--- config.mk ---
export PLATFORM = sky130hd
export DESIGN_NAME = cmac_lea128_tag
export DESIGN_NICKNAME = d
export VERILOG_FILES = /design/src/sv/cmac_pkg.sv /design/src/sv/cmac_lea128_tag.sv /design/src/sv/cmac_ctrl.sv /design/src/sv/cmac_dp.sv
export SDC_FILE = /design/constraint.sdc
export NUM_CORES = 2
export LEC_CHECK = 0
export ABC_AREA = 1
export BUFFER_PORTS_ARGS = -buffer_cell sky130_fd_sc_hd__buf_4
export CELL_PAD_IN_SITES_DETAIL_PLACEMENT = 1
export CELL_PAD_IN_SITES_GLOBAL_PLACEMENT = 1
export CORE_ASPECT_RATIO = 1.25
export CORE_MARGIN = 4
export CORE_UTILIZATION = 47
export CTS_CLUSTER_SIZE = 14
export DETAILED_ROUTE_END_ITERATION = 7
export GPL_TIMING_DRIVEN = 1
export PLACE_DENSITY = 0.93
export SLEW_MARGIN = 20
export SYNTH_ARGS = -nofsm -noshare
export SYNTH_HDL_FRONTEND = slang
export SYNTH_SLANG_ARGS = --single-unit
--- constraint.sdc ---
create_clock -name clk -period 11.5 [get_ports clk]
set_input_delay 2.3 -clock clk [delete_from_list [all_inputs] [get_ports clk]]
set_output_delay 2.3 -clock clk [all_outputs]
set_load 0.02 [all_outputs]
--- src/sv/cmac_pkg.sv ---
// ---------------------------------------------------------------------------
// CMAC-LEA package
// Shared types, constants and helper functions for the CMAC tag block.
// ---------------------------------------------------------------------------
package cmac_pkg;

    localparam int Rounds = 24;
    localparam int RndW   = 5;

    // Register indexes of the configuration port.
    localparam logic [1:0] REG_KEY_HIGH  = 2'd0;
    localparam logic [1:0] REG_KEY_LOW   = 2'd1;
    localparam logic [1:0] REG_TAG_BYTES = 2'd2;

    // Commands from the controller to the datapath.
    typedef struct packed {
        logic take_in;    // latch the input transaction
        logic load_zero;  // start an encryption of zero
        logic load_data;  // start an encryption of the chained block
        logic round;      // run one round
        logic save_l;     // store cipher output as L
        logic save_chain; // store cipher output as chain value
        logic save_tag;   // store cipher output as tag
    } cmac_cmd_t;

    // Status from the datapath to the controller.
    typedef struct packed {
        logic rounds_done;
        logic blk_last;
    } cmac_sts_t;

    // Delta constant for index i, the round number modulo 4.
    function automatic logic [31:0] delta(input logic [1:0] i);
        logic [31:0] d;
        unique case (i)
            2'd0: d = 32'hc3efe9db;
            2'd1: d = 32'h44626b02;
            2'd2: d = 32'h79e27c8a;
            default: d = 32'h78df30ec;
        endcase
        return d;
    endfunction

    function automatic logic [31:0] rotl(input logic [31:0] x, input logic [4:0] n);
        logic [63:0] t;
        t = {x, x} << n;
        return t[63:32];
    endfunction

    // Byte-reversal turning big-endian byte order into a little-endian word.
    function automatic logic [31:0] bswap(input logic [31:0] x);
        return {x[7:0], x[15:8], x[23:16], x[31:24]};
    endfunction

    function automatic logic [127:0] gf_dbl(input logic [127:0] x);
        return {x[126:0], 1'b0} ^ {120'd0, x[127] ? 8'h87 : 8'h00};
    endfunction

endpackage

--- src/sv/cmac_lea128_tag.sv ---
// ---------------------------------------------------------------------------
// CMAC-LEA tag top level
// CMAC over LEA-128 with a 128-bit key, truncated tag output.
// ---------------------------------------------------------------------------
// Channel   Direction  Handshake             Payload
// in        input      in_valid / in_ready   msg_high, msg_low, byte_count, last
// out       output     out_valid / out_ready tag_high, tag_low
// cfg       input      cfg_we                cfg_index, cfg_data
//
// A block is captured, loaded and run through 24 rounds of the single round unit.
// The first block of a message first encrypts zero to derive the subkey.
// A tag waits in its output register until taken; no new transaction starts
// before that. Reset clears the key, the chain value and the open message.
module cmac_lea128_tag (
    input  logic        clk,
    input  logic        rst_n,
    input  logic        cfg_we,
    input  logic [1:0]  cfg_index,
    input  logic [63:0] cfg_data,
    input  logic        in_valid,
    output logic        in_ready,
    input  logic [63:0] msg_high,
    input  logic [63:0] msg_low,
    input  logic [4:0]  byte_count,
    input  logic        last,
    output logic        out_valid,
    input  logic        out_ready,
    output logic [63:0] tag_high,
    output logic [63:0] tag_low
);

    cmac_pkg::cmac_cmd_t cmd;
    cmac_pkg::cmac_sts_t sts;

    cmac_ctrl u_ctrl (
        .clk       (clk),
        .rst_n     (rst_n),
        .in_valid  (in_valid),
        .in_ready  (in_ready),
        .out_valid (out_valid),
        .out_ready (out_ready),
        .sts       (sts),
        .cmd       (cmd)
    );

    cmac_dp u_dp (
        .clk        (clk),
        .rst_n      (rst_n),
        .cfg_we     (cfg_we),
        .cfg_index  (cfg_index),
        .cfg_data   (cfg_data),
        .msg_high   (msg_high),
        .msg_low    (msg_low),
        .byte_count (byte_count),
        .last       (last),
        .cmd        (cmd),
        .sts        (sts),
        .tag_high   (tag_high),
        .tag_low    (tag_low)
    );

endmodule

--- src/sv/cmac_ctrl.sv ---
// ---------------------------------------------------------------------------
// CMAC-LEA controller
// Sequences subkey setup, block encryption and tag delivery.
// ---------------------------------------------------------------------------
module cmac_ctrl (
    input  logic              clk,
    input  logic              rst_n,
    input  logic              in_valid,
    output logic              in_ready,
    output logic              out_valid,
    input  logic              out_ready,
    input  cmac_pkg::cmac_sts_t sts,
    output cmac_pkg::cmac_cmd_t cmd
);

    typedef enum logic [4:0] {
        ST_IDLE = 5'b00001,
        ST_SUBK = 5'b00010,
        ST_LOAD = 5'b00100,
        ST_DATA = 5'b01000,
        ST_OUT  = 5'b10000
    } state_t;

    state_t state_reg, state_next;
    logic   open_reg, open_next;

    assign in_ready  = (state_reg == ST_IDLE);
    assign out_valid = (state_reg == ST_OUT);

    // Next-state and command decode.
    always_comb
    begin
        state_next = state_reg;
        open_next  = open_reg;
        cmd        = '0;
        unique case (state_reg)
            ST_IDLE:
            begin
                if (in_valid)
                begin
                    cmd.take_in = 1'b1;
                    if (open_reg)
                    begin
                        state_next = ST_LOAD;
                    end
                    else
                    begin
                        cmd.load_zero = 1'b1;
                        open_next     = 1'b1;
                        state_next    = ST_SUBK;
                    end
                end
            end
            ST_SUBK:
            begin
                cmd.round = 1'b1;
                if (sts.rounds_done)
                begin
                    cmd.save_l = 1'b1;
                    state_next = ST_LOAD;
                end
            end
            ST_LOAD:
            begin
                cmd.load_data = 1'b1;
                state_next    = ST_DATA;
            end
            ST_DATA:
            begin
                cmd.round = 1'b1;
                if (sts.rounds_done)
                begin
                    if (sts.blk_last)
                    begin
                        cmd.save_tag = 1'b1;
                        open_next    = 1'b0;
                        state_next   = ST_OUT;
                    end
                    else
                    begin
                        cmd.save_chain = 1'b1;
                        state_next     = ST_IDLE;
                    end
                end
            end
            ST_OUT:
            begin
                if (out_ready)
                begin
                    state_next = ST_IDLE;
                end
            end
            default:
            begin
                state_next = ST_IDLE;
            end
        endcase
    end

    always_ff @(posedge clk or negedge rst_n)
    begin
        if (!rst_n)
        begin
            state_reg <= ST_IDLE;
            open_reg  <= 1'b0;
        end
        else
        begin
            state_reg <= state_next;
            open_reg  <= open_next;
        end
    end

endmodule

--- src/sv/cmac_dp.sv ---
// ---------------------------------------------------------------------------
// CMAC-LEA datapath
// LEA-128 round unit, key schedule, chaining, padding and tag truncation.
// ---------------------------------------------------------------------------
module cmac_dp (
    input  logic                clk,
    input  logic                rst_n,
    input  logic                cfg_we,
    input  logic [1:0]          cfg_index,
    input  logic [63:0]         cfg_data,
    input  logic [63:0]         msg_high,
    input  logic [63:0]         msg_low,
    input  logic [4:0]          byte_count,
    input  logic                last,
    input  cmac_pkg::cmac_cmd_t cmd,
    output cmac_pkg::cmac_sts_t sts,
    output logic [63:0]         tag_high,
    output logic [63:0]         tag_low
);

    localparam int RND_W = cmac_pkg::RndW;

    logic [63:0]  key_high_reg, key_low_reg;
    logic [4:0]   tag_bytes_reg;
    logic [127:0] blk_reg, chain_reg, l_reg, tag_reg;
    logic [4:0]   cnt_reg;
    logic         last_reg;
    logic [31:0]  kw_reg [4];
    logic [31:0]  xw_reg [4];
    logic [31:0]  kw_next [4];
    logic [31:0]  xw_next [4];
    logic [RND_W-1:0] rnd_reg;

    logic [127:0] k1, k2, pad, xin, cout, tmask;
    logic [127:0] key_all;
    logic [31:0]  d;

    // Configuration registers.
    always_ff @(posedge clk or negedge rst_n)
    begin
        if (!rst_n)
        begin
            key_high_reg  <= '0;
            key_low_reg   <= '0;
            tag_bytes_reg <= 5'd16;
        end
        else if (cfg_we)
        begin
            unique case (cfg_index)
                cmac_pkg::REG_KEY_HIGH:  key_high_reg  <= cfg_data;
                cmac_pkg::REG_KEY_LOW:   key_low_reg   <= cfg_data;
                cmac_pkg::REG_TAG_BYTES: tag_bytes_reg <= cfg_data[4:0];
                default: ;
            endcase
        end
    end

    // Subkeys and padded last block.
    assign k1 = cmac_pkg::gf_dbl(l_reg);
    assign k2 = cmac_pkg::gf_dbl(k1);
    always_comb
    begin
        pad = '0;
        for (int k = 0; k < 16; k++)
        begin
            if (5'(k) < cnt_reg)
            begin
                pad[127-8*k -: 8] = blk_reg[127-8*k -: 8];
            end
            else if (5'(k) == cnt_reg)
            begin
                pad[127-8*k -: 8] = 8'h80;
            end
        end
    end

    always_comb
    begin
        if (!last_reg)
        begin
            xin = blk_reg ^ chain_reg;
        end
        else if (cnt_reg >= 5'd16)
        begin
            xin = blk_reg ^ k1 ^ chain_reg;
        end
        else
        begin
            xin = pad ^ k2 ^ chain_reg;
        end
    end

    // One LEA round with on-the-fly key schedule.
    assign key_all = {key_high_reg, key_low_reg};
    assign d = cmac_pkg::delta(rnd_reg[1:0]);
    always_comb
    begin
        kw_next[0] = cmac_pkg::rotl(kw_reg[0] + cmac_pkg::rotl(d, rnd_reg), 5'd1);
        kw_next[1] = cmac_pkg::rotl(kw_reg[1] + cmac_pkg::rotl(d, rnd_reg + 5'd1), 5'd3);
        kw_next[2] = cmac_pkg::rotl(kw_reg[2] + cmac_pkg::rotl(d, rnd_reg + 5'd2), 5'd6);
        kw_next[3] = cmac_pkg::rotl(kw_reg[3] + cmac_pkg::rotl(d, rnd_reg + 5'd3), 5'd11);
        xw_next[0] = cmac_pkg::rotl((xw_reg[0] ^ kw_next[0]) + (xw_reg[1] ^ kw_next[1]), 5'd9);
        xw_next[1] = cmac_pkg::rotl((xw_reg[1] ^ kw_next[2]) + (xw_reg[2] ^ kw_next[1]),
                                    5'd27);
        xw_next[2] = cmac_pkg::rotl((xw_reg[2] ^ kw_next[3]) + (xw_reg[3] ^ kw_next[1]),
                                    5'd29);
        xw_next[3] = xw_reg[0];
    end

    // Cipher output is taken from the final round as it completes.
    assign cout = {cmac_pkg::bswap(xw_next[0]), cmac_pkg::bswap(xw_next[1]),
                   cmac_pkg::bswap(xw_next[2]), cmac_pkg::bswap(xw_next[3])};

    assign sts.rounds_done = (rnd_reg == RND_W'(cmac_pkg::Rounds - 1));
    assign sts.blk_last    = last_reg;

    // Round state registers.
    always_ff @(posedge clk or negedge rst_n)
    begin
        if (!rst_n)
        begin
            rnd_reg <= '0;
        end
        else if (cmd.load_zero || cmd.load_data)
        begin
            rnd_reg <= '0;
        end
        else if (cmd.round)
        begin
            rnd_reg <= rnd_reg + 1'b1;
        end
    end

    always_ff @(posedge clk)
    begin
        if (cmd.load_zero || cmd.load_data)
        begin
            for (int w = 0; w < 4; w++)
            begin
                kw_reg[w] <= cmac_pkg::bswap(key_all[127-32*w -: 32]);
                xw_reg[w] <= cmd.load_zero ? 32'd0 : cmac_pkg::bswap(xin[127-32*w -: 32]);
            end
        end
        else if (cmd.round)
        begin
            for (int w = 0; w < 4; w++)
            begin
                kw_reg[w] <= kw_next[w];
                xw_reg[w] <= xw_next[w];
            end
        end
    end

    // Input capture.
    always_ff @(posedge clk)
    begin
        if (cmd.take_in)
        begin
            blk_reg  <= {msg_high, msg_low};
            cnt_reg  <= byte_count;
            last_reg <= last;
        end
    end

    // Chain value, L and tag.
    always_ff @(posedge clk or negedge rst_n)
    begin
        if (!rst_n)
        begin
            chain_reg <= '0;
            l_reg     <= '0;
        end
        else if (cmd.load_zero)
        begin
            chain_reg <= '0;
        end
        else if (cmd.save_chain)
        begin
            chain_reg <= cout;
        end
        else if (cmd.save_tag)
        begin
            chain_reg <= '0;
        end
        else if (cmd.save_l)
        begin
            l_reg <= cout;
        end
    end

    always_comb
    begin
        for (int k = 0; k < 16; k++)
        begin
            tmask[127-8*k -: 8] = (5'(k) < tag_bytes_reg) ? 8'hff : 8'h00;
        end
    end

    always_ff @(posedge clk)
    begin
        if (cmd.save_tag)
        begin
            tag_reg <= cout & tmask;
        end
    end

    assign tag_high = tag_reg[127:64];
    assign tag_low  = tag_reg[63:0];

endmodule

==> flow_summary.ini <==
[outcome]
status = completed

[routing]
drt-total-wl_um = 284000
drt-initial-drc-count = 7577
ant_nets = 0
wl_per_cell_um = 30.5
via_count = 59200
drcViolationCount = 0
via_per_inst = 6.35
firstDrtPassIters = 6

[logic_synthesis]
synth.distinct_cells = 59
synth.net_count = 7847
synth-warning-count = 0
async_flop_share = 0.436
synth_edf_count = 518
synth_area_per_cell_um2 = 7.97
synth_ff_type = edfxtp_1
ys_seq_area_frac = 0.433
syn_inst = 7400
synth_area_um2 = 59000
synth_seq_cells = 918

[timing]
setup_tns_ns = 0
setup_viol = 0
period_minus_slack_ns = 9.34
slew_headroom = 0.130
period_share = 0.812
fin_skew_ns = 0.0578
worst_slack_ns = 2.16
maxSlewViolCount = 0
fmax_ghz = 0.107
rsz0062_at_grt = no
tightest_slew_ns = 1.30
hold_viol_final = 0

[worst_setup_path]
slowest_delay_ns = 0.94
rr_endpoint = u_dp.tag_reg[99]
crit_fanout = 23
endpoint_kind = flip-flop
cpMostUsedCell = a21oi_1
reg2reg_slack_ns = 2.16
worstSetupPathType = reg -> reg
start_kind = flip-flop
worst-r2r-cell-count = 29
cp.arrival_ns = 9.94
critical_path_required_ns = 12.11
rr_startpoint = u_dp.rnd_reg[1]
crit_slowest_cell = ha_1

[grt]
grt_usage = 0.420
gr-max-usage-layer = met2
overflow = 0
grt_use_met3 = 0.0963
gr-usage-met1 = 0.500
grt_max_degree = 158
gr-usage-met2 = 0.676
grt_pass1_wl_um = 409000
antenna_found_initial = 8
first_global_vias = 61000

[place]
io_buffer_count = 334
postPlaceCellArea_um2 = 62900
gp_congestion = 1.06
place_ws_ns = 2.42
hpwlAfterDp_um = 209000

[finish]
most-common-layout-cells = 1871 x nand2_1, 1065 x o21ai_0, 678 x inv_1
nFillCells = 15000
area_growth_pct = 12.1
layout_commonest_cell = nand2_1
fin_area_um2 = 66100
drive_gt1_frac = 0.0815
nets = 8059
multiInputGateArea_um2 = 29800
fin_util = 0.530
register_area_um2 = 25600

[clock_tree]
clkTransAtPathRegs_ns = 0.06
clock_latency_ns = 0.80
cts_setup_buffers = 0
cts_buffer_depth = 3
ctsResizeCount = 0
htreeDepth = 3
tritoncts = yes
cts.sinks = 918
root_buffer = clkbuf_16
cts_made_buffers = 97
cts_hold_buffers = 0

[floorplan]
start_util = 0.473
core_area_um2 = 125000
die_y_um = 404
io_pins = 335
die_area_um2 = 131000
rows = 145
die_x_um = 325

[min_path]
hp-start = u_dp.key_high_reg[54]
hold_class = reg -> reg
hold_path_depth = 2
min_to = u_dp.key_high_reg[54]

[flow_run]
maxCapViolCount = 0
==> logic make-up (layout without fill, tap and decap cells) <==
group	after synthesis	after routing	synth area share
compound gates	1892	1892	0.174
xor+xnor	525	525	0.0801
fa+ha+maj	242	242	0.0522
buf+inv	973	1269	0.0638
flops	918	918	0.433
mux	7	7	0.00119
other cells	0	5	0
simple gates	2843	2843	0.196
==> through the flow <==
stage / instances / hold WS (ns)
after floorplan: 7400 / 0.453
after global placement: 9130 / 0.466
after detailed placement: 9130 / 0.473
after CTS: 9313 / 0.489
after global routing: 9313 / 0.507
final: 9318 / 0.489
==> worst max-delay path by stage <==
stage | depth (start not counted) | slack [ns] | start | end
after global placement | 27 | 2.49 | u_dp.rnd_reg[2] | u_dp.tag_reg[99]
after CTS | 29 | 2.40 | u_dp.rnd_reg[1] | u_dp.tag_reg[99]
after global routing | 29 | 1.75 | u_dp.rnd_reg[1] | u_dp.tag_reg[99]
final | 29 | 2.16 | u_dp.rnd_reg[1] | u_dp.tag_reg[99]
after detailed placement | 29 | 2.42 | u_dp.rnd_reg[1] | u_dp.tag_reg[99]
after floorplan | 2 | 0.66 | in_valid | u_dp.kw_reg[0][0]
==> layout make-up <==
| type | instances | area share |
|---|---|---|
| Multi-Input combinational cell | 5509 | 0.450 |
| Sequential cell | 918 | 0.387 |
| Timing Repair Buffer | 391 | 0.0451 |
| Clock buffer | 138 | 0.0412 |
| Inverter | 695 | 0.0396 |
| Tap cell | 1617 | 0.0306 |
| Clock inverter | 45 | 0.00676 |
| Antenna cell | 5 | 0.000189 |
==> cell usage after synthesis, types with 38 or more instances <==
cell type	number	share of area
nand2_1	1871	0.12
o21ai_0	1066	0.090
inv_1	679	0.043
edfxtp_1	518	0.26
nor2_1	484	0.031
a21oi_1	408	0.035
dfrtp_1	398	0.17
nand3_1	311	0.026
xor2_1	297	0.044
ha_1	235	0.050
xnor2_1	218	0.032
o22ai_1	170	0.018
clkbuf_1	168	0.011
buf_2	73	0.0062
nor3_1	50	0.0042
o21bai_1	49	0.0062
a21o_1	39	0.0050
nand3b_1	38	0.0048
==> critical path: cells and delay by family, from the launching register on <==
kind / cells / cell delay (ns)
xor gates and xnor gates: 2 / 1.13
DFF: 1 / 0.77
AOI/OAI and AO/OA: 12 / 3.06
buffers and inverters: 4 / 1.12
adders and majority gates: 4 / 2.01
and+or+nand+nor: 7 / 1.04
==> layer usage <==
layer / share of wire / wire [µm]
met3: 0.096 / 27300
met4: 0.088 / 25000
met5: 0.000088 / 25
met2: 0.45 / 128000
met1: 0.36 / 103000
Power is not shown: default switching activity piles up to over one toggle a cycle in this logic, so the estimate is an artifact.
